File: config.mk
export PLATFORM = sky130hd
export DESIGN_NAME = serial_frame_receiver_crc8
export DESIGN_NICKNAME = d
export VERILOG_FILES = /design/src/design/sfr_crc8_pkg.sv /design/src/design/serial_frame_receiver_crc8.sv
export SDC_FILE = /design/constraint.sdc
export NUM_CORES = 1
export LEC_CHECK = 0
export BUFFER_PORTS_ARGS = -buffer_cell sky130_fd_sc_hd__buf_2
export CAP_MARGIN = 20
export CORE_MARGIN = 4
export CORE_UTILIZATION = 25
export CTS_BUF_LIST = sky130_fd_sc_hd__clkbuf_2
export CTS_CLUSTER_DIAMETER = 50
export CTS_CLUSTER_SIZE = 28
export DETAILED_ROUTE_END_ITERATION = 8
export PLACE_DENSITY = 0.5
export SYNTH_ARGS = -nofsm -noshare
export SYNTH_HDL_FRONTEND = slang
export SYNTH_SLANG_ARGS = --single-unit
File: constraint.sdc
create_clock -name i_clk -period 8.5 [get_ports i_clk]
set_clock_uncertainty 0.15 [all_clocks]
set_input_delay 0.85 -clock i_clk [delete_from_list [all_inputs] [get_ports i_clk]]
set_output_delay 0.85 -clock i_clk [all_outputs]
set_load 0.02 [all_outputs]
File: src/design/sfr_crc8_pkg.sv
// Types, constants and the CRC-8 byte step for the serial frame receiver.
// No dependencies.
package sfr_crc8_pkg;

    localparam int MAX_FRAME_BYTES   = 64;
    localparam int POS_W             = $clog2(MAX_FRAME_BYTES);
    localparam int FULL_W            = 9;
    localparam int PREHEADER_BYTES   = 5;
    localparam int OVERHEAD_BYTES    = 4;
    localparam int ADDR_INDEX        = 0;
    localparam int TYPE_INDEX        = 1;
    localparam int LENGTH_INDEX      = 2;
    localparam logic [7:0]  CRC_POLY = 8'hD5;
    localparam logic [31:0] TIMEOUT_RESET = 32'd1500;

    typedef enum logic [1:0] {
        ST_BUSY = 2'd0,
        ST_GOOD = 2'd1,
        ST_BAD  = 2'd2
    } t_status;

    typedef struct packed {
        logic [7:0]  rx_byte;
        logic [31:0] now_us;
    } t_in_item;

    typedef struct packed {
        t_status     status;
        logic [5:0]  byte_position;
        logic [7:0]  frame_address;
        logic [7:0]  frame_type;
        logic [7:0]  payload_length;
        logic [31:0] error_count;
    } t_out_item;

    // One byte through the MSB-first CRC-8, no reflection.
    function automatic logic [7:0] crc8_step(input logic [7:0] crc, input logic [7:0] data);
        logic [7:0] c;
        c = crc ^ data;
        for (int b = 0; b < 8; b++) begin
            if (c[7]) begin
                c = {c[6:0], 1'b0} ^ CRC_POLY;
            end else begin
                c = {c[6:0], 1'b0};
            end
        end
        return c;
    endfunction

endpackage

File: src/design/serial_frame_receiver_crc8.sv
// Serial frame receiver: takes one UART byte with its microsecond timestamp per
// transaction and returns one result per byte. Frames are address, type, length,
// payload, CRC-8 (poly 0xD5, init 0); a byte later than the timeout past the start
// time, which only a timeout resets, drops the partial frame. One item is accepted
// per cycle unless the output stalls; an input register and then a result register
// hold each byte, with the frame state updated in the single pass between them. A
// waiting result does not block the next input: the input register holds one more
// item while the output stalls. Depends on sfr_crc8_pkg.
module serial_frame_receiver_crc8 (
    input  logic                   i_clk,
    input  logic                   i_rst_n,
    input  logic                   i_in_valid,
    output logic                   o_in_ready,
    input  sfr_crc8_pkg::t_in_item i_in,
    output logic                   o_out_valid,
    input  logic                   i_out_ready,
    output sfr_crc8_pkg::t_out_item o_out,
    input  logic                   i_cfg_valid,
    output logic                   o_cfg_ready,
    input  logic [31:0]            i_cfg_data
);

    localparam int POS_W  = sfr_crc8_pkg::POS_W;
    localparam int FULL_W = sfr_crc8_pkg::FULL_W;

    logic                    r_in_valid;
    sfr_crc8_pkg::t_in_item  r_in;
    logic                    r_out_valid;
    sfr_crc8_pkg::t_out_item r_out;
    logic [31:0]             r_timeout;

    logic [POS_W-1:0] r_position, n_position;
    logic [7:0]       r_crc, n_crc;
    logic [31:0]      r_start_time, n_start_time;
    logic [7:0]       r_address, n_address;
    logic [7:0]       r_type, n_type;
    logic [7:0]       r_length, n_length;
    logic [31:0]      r_fail_count, n_fail_count;
    sfr_crc8_pkg::t_out_item n_out;

    logic              advance;
    logic [31:0]       elapsed;
    logic              timed_out;
    logic [POS_W-1:0]  pos_cur;
    logic [FULL_W-1:0] len_full;
    logic [FULL_W-1:0] full;
    logic [FULL_W-1:0] pos_next;
    logic [7:0]        crc_base;
    sfr_crc8_pkg::t_status status;

    assign advance     = r_in_valid && (!r_out_valid || i_out_ready);
    assign o_in_ready  = !r_in_valid || advance;
    assign o_out_valid = r_out_valid;
    assign o_out       = r_out;
    assign o_cfg_ready = 1'b1;

    always_comb begin
        elapsed      = r_in.now_us - r_start_time;
        timed_out    = elapsed > r_timeout;
        pos_cur      = timed_out ? '0 : r_position;
        n_start_time = timed_out ? r_in.now_us : r_start_time;

        len_full = FULL_W'(r_length) + FULL_W'(sfr_crc8_pkg::OVERHEAD_BYTES);
        if (pos_cur <= POS_W'(sfr_crc8_pkg::LENGTH_INDEX)) begin
            full = FULL_W'(sfr_crc8_pkg::PREHEADER_BYTES);
        end else if (len_full > FULL_W'(sfr_crc8_pkg::MAX_FRAME_BYTES)) begin
            full = FULL_W'(sfr_crc8_pkg::MAX_FRAME_BYTES);
        end else begin
            full = len_full;
        end

        pos_next     = FULL_W'(pos_cur) + FULL_W'(1);
        crc_base     = (pos_cur == POS_W'(sfr_crc8_pkg::ADDR_INDEX)) ? 8'd0 : r_crc;
        n_position   = pos_cur;
        n_crc        = r_crc;
        n_address    = r_address;
        n_type       = r_type;
        n_length     = r_length;
        n_fail_count = r_fail_count;
        status       = sfr_crc8_pkg::ST_BUSY;

        if (FULL_W'(pos_cur) < full) begin
            n_crc = crc_base;
            case (pos_cur)
                POS_W'(sfr_crc8_pkg::ADDR_INDEX):   n_address = r_in.rx_byte;
                POS_W'(sfr_crc8_pkg::TYPE_INDEX):   n_type    = r_in.rx_byte;
                POS_W'(sfr_crc8_pkg::LENGTH_INDEX): n_length  = r_in.rx_byte;
                default: ;
            endcase
            if (pos_next < full) begin
                n_crc      = sfr_crc8_pkg::crc8_step(crc_base, r_in.rx_byte);
                n_position = POS_W'(pos_next);
            end else begin
                // last byte of the frame carries the CRC
                n_position = '0;
                if (r_in.rx_byte == crc_base) begin
                    status = sfr_crc8_pkg::ST_GOOD;
                end else begin
                    status       = sfr_crc8_pkg::ST_BAD;
                    n_fail_count = r_fail_count + 32'd1;
                end
            end
        end

        n_out.status         = status;
        n_out.byte_position  = 6'(pos_cur);
        n_out.frame_address  = n_address;
        n_out.frame_type     = n_type;
        n_out.payload_length = n_length;
        n_out.error_count    = n_fail_count;
    end

    always_ff @(posedge i_clk) begin
        if (!i_rst_n) begin
            r_in_valid   <= 1'b0;
            r_out_valid  <= 1'b0;
            r_timeout    <= sfr_crc8_pkg::TIMEOUT_RESET;
            r_position   <= '0;
            r_crc        <= '0;
            r_start_time <= '0;
            r_address    <= '0;
            r_type       <= '0;
            r_length     <= '0;
            r_fail_count <= '0;
        end else begin
            if (i_cfg_valid) begin
                r_timeout <= i_cfg_data;
            end
            if (o_in_ready) begin
                r_in_valid <= i_in_valid;
            end
            if (advance) begin
                r_out_valid  <= 1'b1;
                r_position   <= n_position;
                r_crc        <= n_crc;
                r_start_time <= n_start_time;
                r_address    <= n_address;
                r_type       <= n_type;
                r_length     <= n_length;
                r_fail_count <= n_fail_count;
            end else if (i_out_ready) begin
                r_out_valid <= 1'b0;
            end
        end
    end

    // payload registers: no reset
    always_ff @(posedge i_clk) begin
        if (o_in_ready && i_in_valid) begin
            r_in <= i_in;
        end
        if (advance) begin
            r_out <= n_out;
        end
    end

endmodule

==> results.yml <==
drt:
  drcViolationCount: 0
  drtAntennaViolNets: 0
  initialDrtViolationCount: 422
  routed_wirelength_mm: 34.2
  via_count: 10400
  routedWlPerCell_um: 14.8
  drt_pre_antenna_iters: 5
  viasPerCell: 4.49
clock_network:
  cts-root-buf: "clkbuf_2"
  cts_buffers: 37
  clock_latency_ps: 950
  clockBufferDepth: 3
  htree_levels: 2
  clkTransAtPathRegs_ps: 200
  cts_tree: "done"
  cts.sinks: 240
layout:
  finish.net_count: 1766
  area_growth_pct: 25.3
  drive_above_1_share_pct: 21.5
  final_cell_mix: "nand2_1 (146), nor2_1 (143), buf_2 (142), dfxtp_1 (136), edfxtp_1 (104)"
  final_common_cell: "nand2_1"
yosys:
  post-synth-top-area-fraction_pct: 24.3
  synth_cells: 1348
  ys.flop_type: "dfxtp_1"
  ys.warnings.count: 0
  ys_seq_area_share_pct: 45.4
  ys_async_sr_fraction_pct: 0
  syn_area_um2: 12900
  synth.distinct_cells: 72
  ys_ff_latch: 240
  yosysTopAreaCell: "edfxtp_1"
  synth_nets: 1506
  ys_top_cells_by_area: "edfxtp_1 (24%), dfxtp_1 (21%), ha_1 (7.8%)"
  synth_edf_count: 104
  avgSynthCellArea_um2: 9.55
sta:
  maxSlewViolCount: 0
  hold_ws_ps: 191
  period_share_pct: 94.4
  hold_viol_final: 0
  max_freq_mhz: 125
  slew_headroom_pct: 40.5
  finalCriticalPeriod_ps: 8020
  fin_ws_ps: 477
  worst_slew_pin_slew_ps: 887
  final-setup-viol-count: 0
worst_hold_path:
  hp-class: "input pin to register"
die:
  coreArea_um2: 50500
  die-area_um2: 55200
  chipWidth_um: 235
  ios: 144
  initial_core_util_pct: 25.5
  placement_rows: 82
  die_height_um: 235
power_and_ir_drop:
  intPower_w: 0.00189
  power_density_nw_per_um2: 180
  pwr-share-clk_pct: 29.0
  seqPwrFrac_pct: 45.5
  ir_drop_mv: 0.0835
  switching_share_pct: 34.6
  power.switching_w: 0.00100
  p_leak_nw: 6.48
  comb_power_share_pct: 25.6
  p_total_w: 0.00290
worst_setup_path:
  crit_end: "r_crc[2]"
  crit_start: "r_in[0]"
  cp_slowest_cell: "or4_1"
  max_stage_delay_ps: 480
  required_ps: 9280
  reg2regPathDepth: 39
  reg2reg_from: "r_in[0]"
  rrSetupSlack_ps: 480
  end_kind: "register"
  regToRegEndpoint: "r_crc[2]"
  arrival_ps: 8810
  start_kind: "register"
  crit_type: "register to register"
  path_max_fanout: 6
global_route:
  overflow: 0
  grt_use_total_pct: 12.0
  grt_max_degree: 83
  first_global_vias: 10400
  grt_pass1_wl_mm: 54.3
  antenna_found_initial: 1
placed_design:
  dpl.hpwl_mm: 23.8
  pre_cts_slack_ps: -430
  gp_congestion: 0.804
  io_buffers: 142
flow_run:
  max_cap_violations: 0
run_status:
  status: "completed"
-- power by group through the flow --
| stage | Combinational [W] | Sequential, W | Clock (W) |
|---|---|---|---|
| 2_1_floorplan | 0.000474 | 0.00134 | 0 |
| 3_3_place_gp | 0.000669 | 0.00134 | 0 |
| 3_5_place_dp | 0.000676 | 0.00134 | 0 |
| 4_1_cts | 0.000717 | 0.00132 | 0.000897 |
| 5_1_grt | 0.000829 | 0.00133 | 0.000936 |
| 6_report | 0.000740 | 0.00132 | 0.000839 |
-- cells in the mapped netlist (3+ instances only) --
| library cell | count |
|---|---|
| or4_1 | 8 |
| nand2b_1 | 8 |
| xor2_1 | 55 |
| buf_1 | 4 |
| nand4_1 | 24 |
| or2_2 | 7 |
| buf_2 | 8 |
| nor4_1 | 5 |
| and3_1 | 15 |
| nor3_2 | 8 |
| or3_1 | 16 |
| o31ai_1 | 3 |
| mux2i_1 | 42 |
| o31ai_2 | 3 |
| nor3_1 | 29 |
| a221o_1 | 3 |
| and2_1 | 5 |
| o21ai_0 | 38 |
| nand2_1 | 147 |
| o21a_1 | 10 |
| o21bai_1 | 4 |
| nor3b_1 | 4 |
| clkbuf_1 | 43 |
| nor2_1 | 144 |
| nor2b_1 | 5 |
| nand3_1 | 29 |
| a21oi_1 | 96 |
| inv_1 | 84 |
| a22oi_1 | 10 |
| a31oi_1 | 5 |
| a211oi_1 | 10 |
| dfxtp_1 | 136 |
| buf_4 | 3 |
| o211ai_1 | 13 |
| mux2_2 | 24 |
| a21o_1 | 21 |
| edfxtp_1 | 104 |
| xnor2_1 | 53 |
| ha_1 | 80 |
-- worst max-delay path, delay by kind of cell, from the launching register on --
family / cells / cell delay [ps]
XOR/XNOR: 5 / 840
AO/OA/AOI/OAI: 14 / 2400
AND/OR/NAND/NOR: 11 / 2490
adder cells (fa/ha/maj): 5 / 1390
buffers and inverters: 4 / 420
flip-flops: 1 / 430
-- through the flow --
| step | utilization, % | cell area, µm² | instances | setup TNS (ps) |
|---|---|---|---|---|
| 6_report | 31.9 | 16100 | 2313 | 0 |
| 2_1_floorplan | - | 12900 | 1348 | 0 |
| 3_5_place_dp | 28.8 | 14500 | 2149 | -7730 |
| 3_3_place_gp | 28.8 | 14500 | 2149 | -926 |
| 4_1_cts | 31.4 | 15900 | 2294 | 0 |
| 5_1_grt | 31.9 | 16100 | 2310 | -3.58 |
-- worst min-delay path by stage --
stage	startpoint	end	slack, ps	cells after the start
floorplan	r_start_time[10]	r_start_time[10]	290	2
global placement	r_start_time[8]	r_start_time[8]	290	2
detailed placement	r_start_time[18]	r_start_time[18]	300	2
CTS	i_rst_n	r_position[2]	10	2
global route	i_rst_n	r_position[2]	50	2
finish	i_rst_n	r_position[2]	190	2
-- final cells by class --
cell class / count / area, µm²
Antenna cell: 4 / 10.0
Clock buffer: 38 / 190
Clock inverter: 30 / 363
Fill cell: 5274 / 34400
Inverter: 87 / 329
Multi-Input combinational cell: 962 / 6580
Sequential cell: 240 / 5850
Tap cell: 672 / 841
Timing Repair Buffer: 280 / 1970
-- routing by layer --
metal / vias to the layer above / GRT usage (%) / part of all wire [%]
met5: - / 0 / 0
met2: 170 / 20.5 / 48
li1: 5269 / - / -
met1: 4880 / 15.0 / 46
met4: 0 / 3.78 / 2.6
met3: 66 / 2.76 / 4.0
-- sequential cells by signal (all words and copies together) (netlist names) --
register and flops:
o_out 64, o_out_valid 1, r_address 8, r_crc 8
r_fail_count 32, r_in 40, r_in_valid 1, r_length 8
r_position 6, r_start_time 32, r_timeout 32, r_type 8
-- cells by family (layout without fill, tap and decap cells) --
logic type	after synthesis	in the layout	synth area share [%]
flops	240	240	45.4
other cells	1	5	0.0291
buf+inv	147	435	4.57
xor+xnor	110	110	7.70
compound gates	235	235	11.5
mux	66	66	5.37
fa+ha+maj	82	82	8.01
simple gates	467	468	17.4
-- repair_timing --
item | in CTS | in global routing
gates cloned | 0 | 1
hold buffers | 75 | 0
resized for setup | 6 | 20
buffers inserted | 2 | 12
setup endpoints to repair | 50 | 119
pin swaps | 6 | 24
hold endpoints to repair | 74 | 0
(Power assumes the default switching activity.)
